==> src/u2pd_pkg.sv <==
package u2pd_pkg;

  // fixed field widths
  localparam int VAL_W  = 16;
  localparam int MIN_W  = 4;
  localparam int CHAR_W = 7;

  // defaults for the top level parameters
  localparam int DEF_MAX_DIGITS = 6;
  localparam int DEF_VALUE_BITS = 16;

  // transaction queue between front and back
  localparam int Q_DEPTH = 2;

  // divide by ten: q = (x * DIV10_MAGIC) >> DIV10_SHIFT, exact for 16-bit x
  localparam logic [VAL_W-1:0] DIV10_MAGIC = 16'hCCCD;
  localparam int               DIV10_SHIFT = 19;

  // character codes
  localparam logic [CHAR_W-1:0] DIGIT_BASE = 7'h30;
  localparam logic [CHAR_W-1:0] ERROR_CHAR = 7'h58;

  typedef struct packed {
    logic [VAL_W-1:0] value;
    logic [MIN_W-1:0] min_digits;
  } num_t;

  typedef struct packed {
    logic [CHAR_W-1:0] char_code;
    logic              last_char;
    logic              bad_precision;
  } chr_t;

endpackage

==> src/u2pd_front.sv <==
module u2pd_front #(
  parameter int MAX_DIGITS = u2pd_pkg::DEF_MAX_DIGITS,
  parameter int VALUE_BITS = u2pd_pkg::DEF_VALUE_BITS,
  localparam int TOT_W = $clog2(MAX_DIGITS + 1),
  localparam int CNT_W = $clog2(MAX_DIGITS),
  localparam int ENT_W = 1 + TOT_W + 4 * MAX_DIGITS
) (
  input  logic              clk,
  input  logic              rst,
  input  logic              num_valid,
  output logic              num_ready,
  input  u2pd_pkg::num_t    num,
  output logic              ent_push,
  input  logic              ent_full,
  output logic [ENT_W-1:0]  ent
);

  localparam logic [1:0] ST_IDLE = 2'd0;
  localparam logic [1:0] ST_CONV = 2'd1;
  localparam logic [1:0] ST_HOLD = 2'd2;

  localparam int VW = u2pd_pkg::VAL_W;
  localparam logic [CNT_W-1:0] LAST_CNT = CNT_W'(MAX_DIGITS - 1);
  localparam logic [u2pd_pkg::MIN_W-1:0] MAX_MIN = u2pd_pkg::MIN_W'(MAX_DIGITS);
  localparam logic [VW-1:0] VAL_MASK = (VALUE_BITS >= VW) ? {VW{1'b1}} :
                                       VW'((64'd1 << VALUE_BITS) - 64'd1);

  logic [1:0]                      state;
  logic [CNT_W-1:0]                cnt;
  logic [VW-1:0]                   work;
  logic [MAX_DIGITS-1:0][3:0]      digits;
  logic [TOT_W-1:0]                used;
  logic [u2pd_pkg::MIN_W-1:0]      min_r;
  logic                            err_r;

  logic [2*VW-1:0]                 prod;
  logic [VW-1:0]                   quot;
  logic [VW-1:0]                   quot10;
  logic [VW-1:0]                   rem_w;
  logic [3:0]                      rem;
  logic                            last;
  logic                            accept;
  logic                            is_err;
  logic [MAX_DIGITS-1:0][3:0]      dig_fin;
  logic [TOT_W-1:0]                used_fin;
  logic [MAX_DIGITS-1:0][3:0]      sel_digits;
  logic [TOT_W-1:0]                sel_used;
  logic [TOT_W-1:0]                total;

  // one decimal digit per cycle by reciprocal multiply
  assign prod   = (2 * VW)'(work) * (2 * VW)'(u2pd_pkg::DIV10_MAGIC);
  assign quot   = VW'(prod >> u2pd_pkg::DIV10_SHIFT);
  assign quot10 = (quot << 3) + (quot << 1);
  assign rem_w  = work - quot10;
  assign rem    = rem_w[3:0];

  // final digit set, including the step in flight
  always_comb begin
    dig_fin      = digits;
    dig_fin[cnt] = rem;
  end
  assign used_fin = (rem != 4'd0) ? (TOT_W'(cnt) + TOT_W'(1)) : used;

  assign last       = (state == ST_CONV) && (cnt == LAST_CNT);
  assign sel_digits = (state == ST_HOLD) ? digits : dig_fin;
  assign sel_used   = (state == ST_HOLD) ? used : used_fin;

  // pad to the minimum count; error entries carry one character
  always_comb begin
    if (err_r) begin
      total = TOT_W'(1);
    end else if (min_r > u2pd_pkg::MIN_W'(sel_used)) begin
      total = TOT_W'(min_r);
    end else begin
      total = sel_used;
    end
  end

  assign ent_push  = (last || (state == ST_HOLD)) && !ent_full;
  assign num_ready = (state == ST_IDLE) || ent_push;
  assign accept    = num_valid && num_ready;
  assign is_err    = num.min_digits > MAX_MIN;
  assign ent       = {err_r, total, sel_digits};

  // sequencer and conversion registers
  always_ff @(posedge clk) begin
    if (rst) begin
      state <= ST_IDLE;
      cnt   <= '0;
    end else if (accept) begin
      min_r <= num.min_digits;
      err_r <= is_err;
      work  <= num.value & VAL_MASK;
      used  <= TOT_W'(1);
      cnt   <= '0;
      state <= is_err ? ST_HOLD : ST_CONV;
    end else if (ent_push) begin
      state <= ST_IDLE;
    end else begin
      case (state)
        ST_CONV: begin
          digits[cnt] <= rem;
          work        <= quot;
          used        <= used_fin;
          if (cnt == LAST_CNT) begin
            state <= ST_HOLD;
          end else begin
            cnt <= cnt + CNT_W'(1);
          end
        end
        default: begin
        end
      endcase
    end
  end

  // an error transaction goes straight to the hand-off state
  a_err_hold: assert property (@(posedge clk) disable iff (rst)
    accept && is_err |=> state == ST_HOLD)
    else $error("error transaction did not go to hold");

  // the digit counter stays within the digit store while converting
  a_cnt_range: assert property (@(posedge clk) disable iff (rst)
    state == ST_CONV |-> cnt <= LAST_CNT)
    else $error("digit counter out of range");

endmodule

==> src/u2pd_queue.sv <==
module u2pd_queue #(
  parameter int W = 8
) (
  input  logic          clk,
  input  logic          rst,
  input  logic          push,
  input  logic [W-1:0]  wdata,
  output logic          full,
  input  logic          pop,
  output logic          empty,
  output logic [W-1:0]  rdata
);

  localparam int PTR_W = $clog2(u2pd_pkg::Q_DEPTH);
  localparam int CNT_W = $clog2(u2pd_pkg::Q_DEPTH + 1);

  logic [W-1:0]     mem [u2pd_pkg::Q_DEPTH];
  logic [PTR_W-1:0] wr_ptr;
  logic [PTR_W-1:0] rd_ptr;
  logic [CNT_W-1:0] count;

  assign full  = count == CNT_W'(u2pd_pkg::Q_DEPTH);
  assign empty = count == '0;
  assign rdata = mem[rd_ptr];

  // storage
  always_ff @(posedge clk) begin
    if (push && !full) begin
      mem[wr_ptr] <= wdata;
    end
  end

  // pointers and fill count
  always_ff @(posedge clk) begin
    if (rst) begin
      wr_ptr <= '0;
      rd_ptr <= '0;
      count  <= '0;
    end else begin
      if (push && !full) begin
        wr_ptr <= wr_ptr + PTR_W'(1);
      end
      if (pop && !empty) begin
        rd_ptr <= rd_ptr + PTR_W'(1);
      end
      if ((push && !full) && !(pop && !empty)) begin
        count <= count + CNT_W'(1);
      end else if (!(push && !full) && (pop && !empty)) begin
        count <= count - CNT_W'(1);
      end
    end
  end

  a_no_overflow: assert property (@(posedge clk) disable iff (rst)
    full && !pop |=> full)
    else $error("queue lost an entry while full");

endmodule

==> src/u2pd_back.sv <==
module u2pd_back #(
  parameter int MAX_DIGITS = u2pd_pkg::DEF_MAX_DIGITS,
  localparam int TOT_W = $clog2(MAX_DIGITS + 1),
  localparam int CNT_W = $clog2(MAX_DIGITS),
  localparam int ENT_W = 1 + TOT_W + 4 * MAX_DIGITS
) (
  input  logic              clk,
  input  logic              rst,
  input  logic [ENT_W-1:0]  head,
  input  logic              empty,
  output logic              pop,
  output logic              chr_valid,
  input  logic              chr_ready,
  output u2pd_pkg::chr_t    chr
);

  logic [CNT_W-1:0]           k;
  logic [MAX_DIGITS-1:0][3:0] h_digits;
  logic [TOT_W-1:0]           h_total;
  logic                       h_err;
  logic [TOT_W-1:0]           pos_w;
  logic [CNT_W-1:0]           pos;
  logic                       is_last;
  logic                       accept;

  // unpack the queue head
  assign h_digits = head[4*MAX_DIGITS-1:0];
  assign h_total  = head[4*MAX_DIGITS +: TOT_W];
  assign h_err    = head[ENT_W-1];

  // most significant character first
  assign pos_w   = h_total - TOT_W'(1) - TOT_W'(k);
  assign pos     = pos_w[CNT_W-1:0];
  assign is_last = TOT_W'(k) == (h_total - TOT_W'(1));

  assign chr_valid         = !empty;
  assign chr.char_code     = h_err ? u2pd_pkg::ERROR_CHAR :
                             u2pd_pkg::DIGIT_BASE + u2pd_pkg::CHAR_W'(h_digits[pos]);
  assign chr.last_char     = is_last;
  assign chr.bad_precision = h_err;

  assign accept = chr_valid && chr_ready;
  assign pop    = accept && is_last;

  // character position within the current number
  always_ff @(posedge clk) begin
    if (rst) begin
      k <= '0;
    end else if (accept) begin
      k <= is_last ? '0 : k + CNT_W'(1);
    end
  end

  a_err_single: assert property (@(posedge clk) disable iff (rst)
    chr_valid && chr.bad_precision |-> chr.last_char && k == '0)
    else $error("error transaction not a single character");

  a_pos_needs_entry: assert property (@(posedge clk) disable iff (rst)
    k != '0 |-> !empty)
    else $error("character position set without a queued number");

endmodule

==> src/unsigned_to_padded_decimal_core.sv <==
// conversion: a number is converted one digit a cycle, then queued, and its first
//   character is offered from the queue head; an over-range minimum queues a single 'X'
// flow: a new number can be taken in the same cycle the last one is queued; characters
//   leave one per cycle unless stalled; a two-entry queue lets both sides stall apart
// reset: synchronous, active high; clears the sequencer, the queue and the
//   character position, so nothing is offered until a new number is taken
module unsigned_to_padded_decimal_core #(
  parameter int MAX_DIGITS = u2pd_pkg::DEF_MAX_DIGITS,
  parameter int VALUE_BITS = u2pd_pkg::DEF_VALUE_BITS
) (
  input  logic            clk,
  input  logic            rst,
  input  logic            num_valid,
  output logic            num_ready,
  input  u2pd_pkg::num_t  num,
  output logic            chr_valid,
  input  logic            chr_ready,
  output u2pd_pkg::chr_t  chr
);

  localparam int TOT_W = $clog2(MAX_DIGITS + 1);
  localparam int ENT_W = 1 + TOT_W + 4 * MAX_DIGITS;

  logic             ent_push;
  logic             ent_full;
  logic [ENT_W-1:0] ent;
  logic             q_pop;
  logic             q_empty;
  logic [ENT_W-1:0] q_head;

  // front: accept, classify and convert
  u2pd_front #(
    .MAX_DIGITS(MAX_DIGITS),
    .VALUE_BITS(VALUE_BITS)
  ) u_front (
    .clk      (clk),
    .rst      (rst),
    .num_valid(num_valid),
    .num_ready(num_ready),
    .num      (num),
    .ent_push (ent_push),
    .ent_full (ent_full),
    .ent      (ent)
  );

  // queue of converted numbers
  u2pd_queue #(
    .W(ENT_W)
  ) u_queue (
    .clk  (clk),
    .rst  (rst),
    .push (ent_push),
    .wdata(ent),
    .full (ent_full),
    .pop  (q_pop),
    .empty(q_empty),
    .rdata(q_head)
  );

  // back: emit characters
  u2pd_back #(
    .MAX_DIGITS(MAX_DIGITS)
  ) u_back (
    .clk      (clk),
    .rst      (rst),
    .head     (q_head),
    .empty    (q_empty),
    .pop      (q_pop),
    .chr_valid(chr_valid),
    .chr_ready(chr_ready),
    .chr      (chr)
  );

endmodule

==> config.mk <==
export PLATFORM = sky130hd
export DESIGN_NAME = unsigned_to_padded_decimal_core
export DESIGN_NICKNAME = d
export VERILOG_FILES = /design/src/u2pd_pkg.sv /design/src/u2pd_front.sv /design/src/u2pd_queue.sv /design/src/u2pd_back.sv /design/src/unsigned_to_padded_decimal_core.sv
export SDC_FILE = /design/constraint.sdc
export NUM_CORES = 1
export LEC_CHECK = 0
export ABC_AREA = 0
export BUFFER_PORTS_ARGS = -buffer_cell sky130_fd_sc_hd__buf_2
export CAP_MARGIN = 20
export CORE_UTILIZATION = 60
export CTS_CLUSTER_SIZE = 8
export DETAILED_ROUTE_END_ITERATION = 10
export PLACE_DENSITY_LB_ADDON = 0.12
export SLEW_MARGIN = 0
export SYNTH_ARGS = -nofsm -noshare
export SYNTH_HDL_FRONTEND = slang
export SYNTH_HIERARCHICAL = 1
export SYNTH_SLANG_ARGS = --single-unit
==> constraint.sdc <==
create_clock -name clk -period 11.5 [get_ports clk]
set_input_delay 2.3 -clock clk [delete_from_list [all_inputs] [get_ports clk]]
set_output_delay 2.3 -clock clk [all_outputs]
set_load 0.03 [all_outputs]
==> impl_metrics.env <==
export IMPL_initial_core_util_pct=61.12
export IMPL_cpPeakStageDelay_ps=580
export IMPL_hold_viol_final=0
export IMPL_cts_buffer_depth=2
export IMPL_area_growth_pct=10.15
export IMPL_r2r_start="u_front/work[6]"
export IMPL_dieArea_sq_um=17360
export IMPL_drv_slew=0
export IMPL_synth_common_cells="189 x inv_1, 144 x ha_1, 104 x edfxtp_1"
export IMPL_grt_antenna_before_repair=0
export IMPL_std_cell_rows=47
export IMPL_synth_top_area_share_pct=30.92
export IMPL_postCtsSetupBuffers=0
export IMPL_syn_nets=1158
export IMPL_finClkSkew_ps=8.959
export IMPL_clk_latency_ps=410
export IMPL_synth_compound_area_share_pct=6.615
export IMPL_cp_max_fo=15
export IMPL_finalNetCount=1194
export IMPL_antenna_left=0
export IMPL_syn_cell_area_sq_um=10100
export IMPL_grt_pass1_vias=6955
export IMPL_syn_avg_cell_area_sq_um=11.11
export IMPL_clock_sinks=117
export IMPL_grt_max_degree=29
export IMPL_synth_edf_count=104
export IMPL_fp_dieH_microns=131.7
export IMPL_min_period_ps=8967
export IMPL_cp_data_required_time_ps=11690
export IMPL_finalWeightedCongestion=0.9341
export IMPL_wl_per_cell_microns=18.73
export IMPL_max_cap_viol_count=0
export IMPL_firstDrtPassIters=5
export IMPL_seq_area_frac_synth_pct=33.50
export IMPL_arrival_ps=9160
export IMPL_cts_max_level=4
export IMPL_yosys_area_share_simple_pct=7.359
export IMPL_clk_pin_slew_ps=60
export IMPL_fin_crit_sh_pct=77.98
export IMPL_endpoint_kind="flop"
export IMPL_cts_root_buf="clkbuf_16"
export IMPL_ys_flop_type="edfxtp_1"
export IMPL_yosys_register_bits=117
export IMPL_cpMostUsedCell="fa_1"
export IMPL_ctsHoldBuffers=0
export IMPL_n_antenna_cell=0
export IMPL_placeableCoreArea_sq_um=16520
export IMPL_ioPinCount=35
export IMPL_path_buf_inv=4
export IMPL_grt_pass1_wl_microns=36270
export IMPL_die_w_microns=131.7
export IMPL_track_usage_pct=27.54
export IMPL_cts_tree="yes"
export IMPL_worstHoldPathType="flop to flop"
export IMPL_slew_headroom_pct=31.21
export IMPL_crit_type="flop to flop"
export IMPL_drc=0
export IMPL_slowest_stage="edfxtp_1"
export IMPL_yosys_warnings=6
export IMPL_yosys_area_share_adder_pct=33.99
export IMPL_fin_setup_tns_ps=0
export IMPL_r2r_setup_slack_ps=2530
export IMPL_cts_resized=0
export IMPL_synth_top_family_by_area="adder cells"
export IMPL_overflow=0
export IMPL_vias_per_cell=5.592
export IMPL_finish_utilization_pct=67.32
export IMPL_numCtsBuffers=17
export IMPL_timing_rr_end="u_queue/mem[1][26]"
export IMPL_yosys_top_cells_area="edfxtp_1 31%, ha_1 18%, fa_1 16%, inv_1 7.0%, mux2_2 5.7%"
export IMPL_worstSetupEndpoint="u_queue/mem[1][26]"
export IMPL_yosysMostFrequentCell="inv_1"
export IMPL_cp_start_kind="flop"
export IMPL_wl_microns=22070
export IMPL_port_buffers=33
export IMPL_setup_viol=0
export IMPL_critPathTopFamily="adder cells"
export IMPL_worstMarginPinSlew_ps=1032
export IMPL_synth_area_leader_cell="edfxtp_1"
export IMPL_cp_depth=30
export IMPL_fmax_mhz=111.5
export IMPL_outcome="completed"
export IMPL_vias=6587
export IMPL_rsz0062_at_grt="false"
export IMPL_startpoint="u_front/work[6]"
export IMPL_hpwl_microns=17660
export IMPL_synthCells=909
export IMPL_drive_above_1_share_pct=14.09
export IMPL_synth_mux_area_share_pct=7.210
export IMPL_fill_cells=1264
export IMPL_synthDistinctLibCells=58
export IMPL_postSynth_asyncResetShare_pct=0
export IMPL_reg2regPathDepth=30
export IMPL_drt_iter0_markers=405
export IMPL_synth_xor_area_share_pct=3.196
-- area by class of cell --
cell class,count,area (sq um),share of cell area [%]
Inverter,189,709.4,6.377
Multi-Input combinational cell,582,5904,53.08
Timing Repair Buffer,38,222.7,2.002
Tap cell,220,275.3,2.474
Clock buffer,17,425.4,3.824
Clock inverter,15,203.9,1.833
Sequential cell,117,3383,30.41
-- sequential cells by signal, indices dropped and copies added (netlist names), 2 cells and up, named ones only --
name / flops
u_front/state: 2
u_queue/mem: 56
u_back/k: 3
u_front/cnt: 3
u_front/digits: 24
u_front/min_r: 4
u_queue/count: 2
u_front/work: 16
u_front/used: 3
-- kinds of logic after synthesis --
kind of cell    after synthesis
buf+inv                     210
xor+xnor                     30
compound gates              109
simple gates                155
fa+ha+maj                   226
flops                       117
other cells                   1
mux                          61
-- metrics by stage --
stage | area, sq um | worst slack (ps) | hold WS, ps | std cells
after floorplan | 10100 | 3623 | 443.1 | 909
after global placement | 10470 | 2978 | 467.1 | 1145
after detailed placement | 10500 | 2634 | 485.8 | 1146
after CTS | 11120 | 2594 | 497.8 | 1178
after global routing | 11120 | 1971 | 513.4 | 1178
final | 11120 | 2533 | 504.1 | 1178
-- worst min path at each step --
stage | startpoint | end | slack, ps | cells after the start
after global placement | u_queue/wr_ptr | u_queue/wr_ptr | 470 | 2
after detailed placement | u_queue/wr_ptr | u_queue/wr_ptr | 490 | 2
after CTS | u_queue/wr_ptr | u_queue/wr_ptr | 500 | 2
final | u_queue/wr_ptr | u_queue/wr_ptr | 500 | 2
after global routing | u_queue/wr_ptr | u_queue/wr_ptr | 510 | 2
after floorplan | u_back/k[2] | u_back/k[2] | 440 | 2
-- placed cells by master (no fill, tap or decap), types with 3 or more instances in the layout --
| cell | instances |
|---|---|
| edfxtp_1 | 104 |
| nor2b_1 | 6 |
| a311oi_1 | 3 |
| or3_1 | 6 |
| nand2_1 | 53 |
| clkinv_4 | 5 |
| and2_1 | 5 |
| buf_2 | 33 |
| buf_4 | 4 |
| mux4_2 | 4 |
| mux2_2 | 51 |
| xnor2_1 | 10 |
| and4_1 | 4 |
| and3_1 | 8 |
| nand3_1 | 7 |
| nand2b_1 | 3 |
| ha_1 | 144 |
| a21o_1 | 5 |
| o2111ai_1 | 3 |
| o21ai_0 | 39 |
| nor3_1 | 9 |
| nand3b_1 | 3 |
| a31oi_1 | 5 |
| nor2_1 | 40 |
| dfxtp_1 | 13 |
| inv_1 | 189 |
| clkbuf_16 | 17 |
| o31ai_1 | 4 |
| fa_1 | 81 |
| xor2_1 | 16 |
| nand4_1 | 4 |
| a21oi_1 | 30 |
| mux2i_1 | 5 |
| bufinv_16 | 4 |
-- per-layer routing --
| metal | global-route usage, % | vias up | part of all wire [%] |
|---|---|---|---|
| met5 | 0 | - | 0 |
| met4 | 6.202 | 0 | 1.1 |
| met3 | 5.113 | 19 | 4.5 |
| met2 | 43.24 | 145 | 47 |
| met1 | 39.94 | 3282 | 48 |
| li1 | - | 3141 | - |
-- worst reg2reg max path: cells and delay by family, from the launching register on --
kind	cells	cell delay (ps)
adder cells (fa/ha/maj)	9	3990
AO/OA/AOI/OAI	10	2330
AND/OR/NAND/NOR	4	680
XOR/XNOR	2	630
flip-flops	1	580
buffers and inverters	4	270
multiplexers	1	240
Power is not shown: default switching activity piles up to over one toggle a cycle in this logic, so the estimate is an artifact.
